--- config.mk ---
export PLATFORM = sky130hd
export DESIGN_NAME = two_channel_period_tachometer_top
export DESIGN_NICKNAME = d
export VERILOG_FILES = /design/src/rtl/core/tach_pkg.sv /design/src/rtl/core/tach_ctrl.sv /design/src/rtl/core/tach_dp.sv /design/src/rtl/core/two_channel_period_tachometer_top.sv
export SDC_FILE = /design/constraint.sdc
export NUM_CORES = 1
export LEC_CHECK = 0
export BUFFER_PORTS_ARGS = -buffer_cell sky130_fd_sc_hd__buf_2
export CAP_MARGIN = 20
export CORE_ASPECT_RATIO = 0.9
export CORE_MARGIN = 2
export CORE_UTILIZATION = 60
export CTS_BUF_LIST = sky130_fd_sc_hd__clkbuf_4
export DETAILED_ROUTE_END_ITERATION = 8
export PLACE_DENSITY = 0.77
export RECOVER_POWER = 25
export SLEW_MARGIN = 20
export SYNTH_ARGS = -nofsm -noshare
export SYNTH_HDL_FRONTEND = slang
export SYNTH_SLANG_ARGS = --single-unit
--- constraint.sdc ---
create_clock -name clock -period 5.75 [get_ports clock]
set_clock_uncertainty 0.2 [all_clocks]
set_input_delay 0.2875 -clock clock [delete_from_list [all_inputs] [get_ports clock]]
set_output_delay 0.2875 -clock clock [all_outputs]
set_load 0.05 [all_outputs]
--- src/rtl/core/tach_pkg.sv ---
package tach_pkg;

   localparam int unsigned DATA_W = 32;
   localparam int unsigned RES_W = 12;

   typedef enum logic [1:0] {
      REQ_CAPTURE  = 2'd0,
      REQ_LIVE     = 2'd1,
      REQ_OVERRIDE = 2'd2,
      REQ_CLEAR    = 2'd3
   } req_kind_type;

   typedef enum logic [1:0] {
      CH_NONE  = 2'd0,
      CH_LEFT  = 2'd1,
      CH_RIGHT = 2'd2,
      CH_BOTH  = 2'd3
   } chan_type;

   typedef struct packed {
      logic load;
      logic prep;
      logic div_step;
      logic commit;
   } tach_cmd_type;

   typedef struct packed {
      logic need_div;
      logic div_last;
   } tach_status_type;

endpackage

--- src/rtl/core/tach_ctrl.sv ---
module tach_ctrl
   import tach_pkg::*;
(
   input  logic            clock,
   input  logic            reset,
   input  logic            req_tvalid,
   output logic            req_tready,
   output logic            rsp_tvalid,
   input  logic            rsp_tready,
   input  tach_status_type status,
   output tach_cmd_type    cmd
);

   typedef enum logic [3:0] {
      ST_IDLE  = 4'b0001,
      ST_PREP  = 4'b0010,
      ST_DIV   = 4'b0100,
      ST_WRITE = 4'b1000
   } state_type;

   state_type state_ff, state_in;
   logic      rsp_valid_ff, rsp_valid_in;
   logic      commit;

   assign req_tready = (state_ff == ST_IDLE);
   assign rsp_tvalid = rsp_valid_ff;
   assign commit     = (state_ff == ST_WRITE) && (!rsp_valid_ff || rsp_tready);

   always_comb begin
      state_in = state_ff;
      unique case (state_ff)
         ST_IDLE: begin
            if (req_tvalid) begin
               state_in = ST_PREP;
            end
         end
         ST_PREP: begin
            state_in = status.need_div ? ST_DIV : ST_WRITE;
         end
         ST_DIV: begin
            if (status.div_last) begin
               state_in = ST_WRITE;
            end
         end
         ST_WRITE: begin
            if (commit) begin
               state_in = ST_IDLE;
            end
         end
         default: begin
            state_in = ST_IDLE;
         end
      endcase
   end

   always_comb begin
      if (commit) begin
         rsp_valid_in = 1'b1;
      end else if (rsp_tready) begin
         rsp_valid_in = 1'b0;
      end else begin
         rsp_valid_in = rsp_valid_ff;
      end
   end

   always_comb begin
      cmd.load     = req_tvalid && (state_ff == ST_IDLE);
      cmd.prep     = (state_ff == ST_PREP);
      cmd.div_step = (state_ff == ST_DIV);
      cmd.commit   = commit;
   end

   always_ff @(posedge clock) begin
      if (reset) begin
         state_ff     <= ST_IDLE;
         rsp_valid_ff <= 1'b0;
      end else begin
         state_ff     <= state_in;
         rsp_valid_ff <= rsp_valid_in;
      end
   end

endmodule

--- src/rtl/core/tach_dp.sv ---
module tach_dp
   import tach_pkg::*;
#(
   parameter int unsigned TICKS_PER_SECOND = 1000000
) (
   input  logic                clock,
   input  logic                reset,
   input  tach_cmd_type        cmd,
   output tach_status_type     status,
   input  logic [3:0]          req_tuser,
   input  logic [63:0]         req_tdata,
   input  logic                csr_write,
   input  logic [RES_W-1:0]    csr_data,
   output logic [95:0]         rsp_tdata,
   output logic                rsp_zero
);

   localparam int unsigned TpsWidth = $clog2(TICKS_PER_SECOND + 1);
   localparam logic [TpsWidth-1:0] TpsValue = TpsWidth'(TICKS_PER_SECOND);
   localparam int unsigned DivSteps = DATA_W;
   localparam int unsigned CntWidth = $clog2(DivSteps);
   localparam logic [CntWidth-1:0] CntLast = CntWidth'(DivSteps - 1);

   req_kind_type              type_ff, type_in;
   chan_type                  chan_ff, chan_in;
   logic [DATA_W-1:0]         ts_ff, ts_in;
   logic [DATA_W-1:0]         ovr_ff, ovr_in;
   logic [RES_W-1:0]          res_ff, res_in;
   logic [DATA_W-1:0]         last_left_ff, last_left_in;
   logic [DATA_W-1:0]         last_right_ff, last_right_in;
   logic [DATA_W-1:0]         freq_left_ff, freq_left_in;
   logic [DATA_W-1:0]         freq_right_ff, freq_right_in;
   logic [DATA_W-1:0]         period_ff, period_in;
   logic [DATA_W-1:0]         rem_ff, rem_in;
   logic [DATA_W-1:0]         quo_ff, quo_in;
   logic [CntWidth-1:0]       cnt_ff, cnt_in;
   logic [95:0]               rsp_data_ff, rsp_data_in;
   logic                      rsp_zero_ff, rsp_zero_in;

   logic [TpsWidth+RES_W-1:0] product;
   logic [DATA_W:0]           shifted;
   logic [DATA_W:0]           diff;
   logic                      ge;
   logic                      need_div;
   logic                      zero_period;
   logic [DATA_W-1:0]         quotient;
   logic [DATA_W-1:0]         live_val;

   assign need_div = ((type_ff == REQ_CAPTURE) || (type_ff == REQ_LIVE))
                     && ((chan_ff == CH_LEFT) || (chan_ff == CH_RIGHT));
   assign zero_period = need_div && (period_ff == '0);
   assign quotient = zero_period ? '1 : quo_ff;

   assign status.need_div = need_div;
   assign status.div_last = (cnt_ff == CntLast);

   assign product = TpsValue * res_ff;
   assign shifted = {rem_ff, quo_ff[DATA_W-1]};
   assign diff    = shifted - {1'b0, period_ff};
   assign ge      = (shifted >= {1'b0, period_ff});

   assign rsp_tdata = rsp_data_ff;
   assign rsp_zero  = rsp_zero_ff;

   always_comb begin
      type_in = type_ff;
      chan_in = chan_ff;
      ts_in   = ts_ff;
      ovr_in  = ovr_ff;
      if (cmd.load) begin
         type_in = req_kind_type'(req_tuser[1:0]);
         chan_in = chan_type'(req_tuser[3:2]);
         ts_in   = req_tdata[31:0];
         ovr_in  = req_tdata[63:32];
      end
      res_in = csr_write ? csr_data : res_ff;
   end

   always_comb begin
      period_in = period_ff;
      rem_in    = rem_ff;
      quo_in    = quo_ff;
      cnt_in    = cnt_ff;
      if (cmd.prep) begin
         period_in = ts_ff - ((chan_ff == CH_RIGHT) ? last_right_ff : last_left_ff);
         rem_in    = '0;
         quo_in    = DATA_W'(product);
         cnt_in    = '0;
      end else if (cmd.div_step) begin
         rem_in = ge ? diff[DATA_W-1:0] : shifted[DATA_W-1:0];
         quo_in = {quo_ff[DATA_W-2:0], ge};
         cnt_in = cnt_ff + 1'b1;
      end
   end

   always_comb begin
      freq_left_in  = freq_left_ff;
      freq_right_in = freq_right_ff;
      last_left_in  = last_left_ff;
      last_right_in = last_right_ff;
      live_val      = '0;
      case (type_ff)
         REQ_CAPTURE: begin
            if (chan_ff == CH_LEFT) begin
               freq_left_in = quotient;
               last_left_in = ts_ff;
            end else if (chan_ff == CH_RIGHT) begin
               freq_right_in = quotient;
               last_right_in = ts_ff;
            end
         end
         REQ_LIVE: begin
            if (need_div) begin
               live_val = quotient;
            end
         end
         REQ_OVERRIDE: begin
            if (chan_ff == CH_LEFT) begin
               freq_left_in = ovr_ff;
            end else if (chan_ff == CH_RIGHT) begin
               freq_right_in = ovr_ff;
            end
         end
         default: begin
            if (chan_ff inside {CH_LEFT, CH_BOTH}) begin
               freq_left_in = '0;
            end
            if (chan_ff inside {CH_RIGHT, CH_BOTH}) begin
               freq_right_in = '0;
            end
         end
      endcase
      rsp_data_in = {live_val, freq_right_in, freq_left_in};
      rsp_zero_in = zero_period;
   end

   always_ff @(posedge clock) begin
      type_ff   <= type_in;
      chan_ff   <= chan_in;
      ts_ff     <= ts_in;
      ovr_ff    <= ovr_in;
      period_ff <= period_in;
      rem_ff    <= rem_in;
      quo_ff    <= quo_in;
      if (cmd.commit) begin
         rsp_data_ff <= rsp_data_in;
         rsp_zero_ff <= rsp_zero_in;
      end
   end

   always_ff @(posedge clock) begin
      if (reset) begin
         res_ff        <= '0;
         last_left_ff  <= '0;
         last_right_ff <= '0;
         freq_left_ff  <= '0;
         freq_right_ff <= '0;
         cnt_ff        <= '0;
      end else begin
         res_ff <= res_in;
         cnt_ff <= cnt_in;
         if (cmd.commit) begin
            last_left_ff  <= last_left_in;
            last_right_ff <= last_right_in;
            freq_left_ff  <= freq_left_in;
            freq_right_ff <= freq_right_in;
         end
      end
   end

endmodule

--- src/rtl/core/two_channel_period_tachometer_top.sv ---
// Two-channel period tachometer. Each request beat on the req_ channel is a
// capture edge, a live query, a frequency override or a clear for the left or
// right sensor. A capture stores TICKS_PER_SECOND * resolution / period as the
// channel's frequency, where the period is the timestamp minus the channel's
// last edge modulo 2^32. A live query computes the same value without storing.
// Every request yields exactly one beat on the rsp_ channel carrying both
// stored frequencies and the live value; zero_period is set when the period
// was zero and the quotient was forced to all ones.
// The csr_ channel writes the 12-bit resolution and is always ready; the user
// must write it only while the block is idle, which the block does not enforce.
// Captures and live queries on a valid channel pass through a setup state,
// the radix-2 restoring divider and a commit state; all other requests go
// from the setup state straight to the commit state. The next request is
// taken in the cycle after the commit, so a new request is not taken while
// the previous one is still in flight.
// A finished response waits in an output register; the next request is taken
// while it waits, but its commit holds until rsp_tready frees the register.
// Reset clears the stored frequencies, the saved edges and the resolution.
module two_channel_period_tachometer_top
   import tach_pkg::*;
#(
   parameter int unsigned TICKS_PER_SECOND = 1000000
) (
   input  logic              clock,
   input  logic              reset,
   input  logic              req_tvalid,
   output logic              req_tready,
   input  logic [63:0]       req_tdata,  // timestamp, override_value
   input  logic [3:0]        req_tuser,  // req_type, channel
   output logic              rsp_tvalid,
   input  logic              rsp_tready,
   output logic [95:0]       rsp_tdata,  // freq_left, freq_right, live_freq
   output logic              rsp_tuser,  // zero_period
   input  logic              csr_valid,
   output logic              csr_ready,
   input  logic [RES_W-1:0]  csr_data
);

   tach_cmd_type    cmd;
   tach_status_type status;

   assign csr_ready = 1'b1;

   tach_ctrl u_ctrl (
      .clock      (clock),
      .reset      (reset),
      .req_tvalid (req_tvalid),
      .req_tready (req_tready),
      .rsp_tvalid (rsp_tvalid),
      .rsp_tready (rsp_tready),
      .status     (status),
      .cmd        (cmd)
   );

   tach_dp #(
      .TICKS_PER_SECOND (TICKS_PER_SECOND)
   ) u_dp (
      .clock     (clock),
      .reset     (reset),
      .cmd       (cmd),
      .status    (status),
      .req_tuser (req_tuser),
      .req_tdata (req_tdata),
      .csr_write (csr_valid && csr_ready),
      .csr_data  (csr_data),
      .rsp_tdata (rsp_tdata),
      .rsp_zero  (rsp_tuser)
   );

endmodule

==> flow_summary.ini <==
[outcome]
status = finished with violations
violations = max-capacitance violations, max-slew violations

[detailed_routing]
drtIter0Drc = 1624
drc_errors = 0
dr_total_vias = 19800
drt_pass1_iterations = 5
vias_per_cell = 5.95
wl_per_cell_um = 18.8
routed.top_layer = met4
wl_met3_um = 4850
ant_nets = 0
wl_met2_um = 29300
m1WireLength_um = 25800
wl_um = 62600

[setup_path]
reg2reg_slack_ps = 390
worstSetupEndpointType = register
worst_setup_path_start_kind = register
reg2regPathDepth = 15
critPathArrivalTime_ps = 5660
path_class = register to register
worst_ep_required_time_ps = 6050
cp_max_fo = 7

[sta]
maxSlewViolCount = 176
setup_ws_ps = 393
finalHoldViolCount = 0
worst_pin_slew_ps = 4400
finalSetupTns_ps = 0
fin_crit_sh_pct = 93.2
max-slew-margin-rel_pct = -194
max_freq_mhz = 187
fin_crit_ps = 5360
finalSetupViolations = 0
rsz0062_at_grt = no

[synthesis]
seq_area_frac_synth_pct = 45.6
syn_nets = 2668
synth_top_area_share_pct = 29.2
synth_top_flop_cell = edfxtp_1
async_flop_share_pct = 0
yosys-top-cells-area = edfxtp_1, dfxtp_1, ha_1
yosys_warnings = 0
synthCells = 2395
synth.distinct_cells = 72
syn_avg_cell_area_um2 = 9.57
synth_seq_cells = 411
syn_area_um2 = 22900
synth_top_cell_by_area = edfxtp_1
synth_edf_count = 223

[pwr]
power_switching_uw = 3110
p_per_area_nw_per_um2 = 328
pwr-share-seq_pct = 41.0
swShare_pct = 34.6
p_comb_share_pct = 29.7
leakage_uw = 0.0111
internal-power_uw = 5870
irDropWorstVdd_mv = 0.309
pwr-share-clk_pct = 29.3

[layout]
drive_gt1_share_pct = 10.7
regArea_um2 = 10500
fillerInstances = 2684
multiInputGateArea_um2 = 11500
nets = 3035
syn2layout_area_growth_pct = 19.3

[die]
ios = 185
chipHeight_um = 189
dieArea_um2 = 39800
die_x_um = 210
start_util_pct = 61.2
core_um2 = 37500
row_count = 67

[cts]
clock_latency_ps = 870
cts_sinks = 411
cts_inserted_buffers = 102
cts_tree = yes
clkSlewWorstSetupHoldPaths_ps = 80
cts.path.max_buffers = 3
cts_resized = 0
root_buffer = clkbuf_4
htreeDepth = 3

[placement]
routabilityCongestion = 0.912
hpwl_um = 39400
portBuffers = 183
dpl_worst_slack_ps = 605

[worst_hold_path]
hold_depth = 4
hp-class = input port to register

[grt]
track_usage_pct = 31.3
grt_pass1_wl_um = 99200
grt_pass1_vias = 19400
antenna_found_initial = 3
grt_overflow = 0
grt_max_degree = 99

[flow_run]
cap_violations = 3
[power groups by stage]
stage / combinational [µW] / clock [µW] / sequential, µW
after global routing: 2920 / 2830 / 3700
after global placement: 2440 / 0 / 3730
after detailed placement: 2510 / 0 / 3730
after floorplan: 1780 / 0 / 3800
final: 2660 / 2630 / 3680
after CTS: 2620 / 2650 / 3670
[cells by family (layout without fill, tap and decap cells)]
family	count (synthesis)	after routing	share of synthesized area, %
AO/OA/AOI/OAI	748	748	20.2
XOR/XNOR	74	74	2.83
adder cells (fa/ha/maj)	188	188	11.5
buffers and inverters	269	722	4.62
flip-flops	411	411	45.6
multiplexers	55	55	2.41
other	1	5	0.0164
AND/OR/NAND/NOR	649	649	12.9
[cell usage after synthesis (5+ instances only)]
| cell | n |
|---|---|
| and2_1 | 37 |
| fa_1 | 37 |
| nor4_1 | 13 |
| dfxtp_1 | 188 |
| and3_1 | 11 |
| clkbuf_1 | 115 |
| a21oi_1 | 323 |
| and4_1 | 6 |
| nand3b_1 | 5 |
| nand3_1 | 23 |
| o31a_1 | 5 |
| o22a_1 | 32 |
| o31ai_1 | 6 |
| buf_4 | 11 |
| or3_1 | 6 |
| mux2i_1 | 53 |
| o21ai_1 | 34 |
| nand4_1 | 11 |
| a211oi_1 | 8 |
| a22o_1 | 45 |
| o21ai_0 | 90 |
| a32oi_1 | 6 |
| xnor2_1 | 49 |
| nand2b_1 | 44 |
| xor2_1 | 25 |
| nor2_1 | 109 |
| inv_1 | 131 |
| nor2b_1 | 11 |
| edfxtp_1 | 223 |
| nand2_1 | 335 |
| o21bai_1 | 14 |
| nor3_1 | 25 |
| o21a_1 | 41 |
| o22ai_1 | 35 |
| a21o_1 | 68 |
| a31oi_1 | 8 |
| ha_1 | 151 |
| buf_2 | 7 |
[path summary, 6_finish.rpt]
kind | end | startpoint
worst max-delay path | u_dp.quo_ff[30] | u_dp.res_ff[3]
worst min-delay path | u_ctrl.rsp_tvalid | rsp_tready
worst max register to register | u_dp.quo_ff[30] | u_dp.res_ff[3]
worst min register to register | u_dp.last_left_ff[1] | u_dp.last_left_ff[1]
[state kept, by name (all words and copies together), names as in the netlist, 2 cells and up]
name                flops
u_dp.last_right_ff     32
u_dp.rem_ff            32
u_dp.last_left_ff      32
u_dp.ts_ff             32
u_dp.quo_ff            32
u_dp.ovr_ff            32
u_dp.cnt_ff             5
u_dp.rsp_tdata         96
u_ctrl.state_ff         4
u_dp.freq_left_ff      32
u_dp.chan_ff            2
u_dp.period_ff         32
u_dp.type_ff            2
u_dp.res_ff            12
u_dp.freq_right_ff     32
[metal layers]
metal | vias up | track usage (%)
li1 | 9373 | -
met1 | 9382 | 40.1
met2 | 906 | 50.7
met3 | 188 | 6.52
met4 | 0 | 16.0
met5 | - | 0
[critical path, cell delays in order (launching register included)]
cell      delay [ps]
dfxtp_1          570
fa_1             500
ha_1             330
fa_1             470
fa_1             550
inv_1             60
fa_1             530
inv_1             40
ha_1             350
o21ai_0          140
a211o_1          290
a31oi_1          350
a211oi_1         130
o21ai_0          230
xnor2_1          140
o21ai_0          100
[metrics by stage]
| stage | power (µW) | utilization (%) | hold slack [ps] | cell area (µm²) | std cells |
|---|---|---|---|---|---|
| after floorplan | 5580 | - | 186 | 22900 | 2395 |
| after detailed placement | 6240 | 64.5 | 246 | 24200 | 2953 |
| final | 8980 | 73.0 | 184 | 27300 | 3335 |
| after global routing | 9450 | 72.9 | 134 | 27300 | 3333 |
| after CTS | 8940 | 73.3 | 95.0 | 27500 | 3330 |
| after global placement | 6170 | 64.4 | 238 | 24100 | 2952 |
[timing repair]
action	CTS	global route
hold buffers	187	0
setup buffers	0	0
hold endpoints to repair	101	0
setup endpoints to repair	0	0
[layout make-up]
cell class	count	area share [%]
diodes	4	0.0366
clock buffers	154	4.23
clock inverters	36	0.915
inverters	132	1.82
multi-input cells	1715	41.9
flip-flops and latches	411	38.3
well taps	483	2.21
repair buffers	400	10.6
[cells in the final DEF, fill, tap and decap left out, types with 6 or more instances in the layout]
master         count
xor2_1            25
o21a_1            41
dfxtp_1          188
edfxtp_1         223
a31oi_1            8
a22o_1            45
o31ai_1            6
and2_1            36
fa_1              37
and4_1             6
nor4_1            12
clkbuf_4         154
ha_1             151
and3_1            11
nor2b_1            9
inv_1            129
o21bai_1          14
xnor2_1           49
o21ai_0           90
clkinv_1          24
o22a_1            32
nor2_1           108
buf_4             25
nor3_1            23
nand2_1          335
a211oi_1           8
nand2b_1          44
mux2i_1           53
a21o_1            68
a21oi_1          322
o22ai_1           35
a32oi_1            6
nand4_1           11
clkbuf_1         106
dlygate4sd3_1    187
o21ai_1           34
buf_2             78
nand3_1           23
No activity file was read; power rests on OpenSTA's default activity.
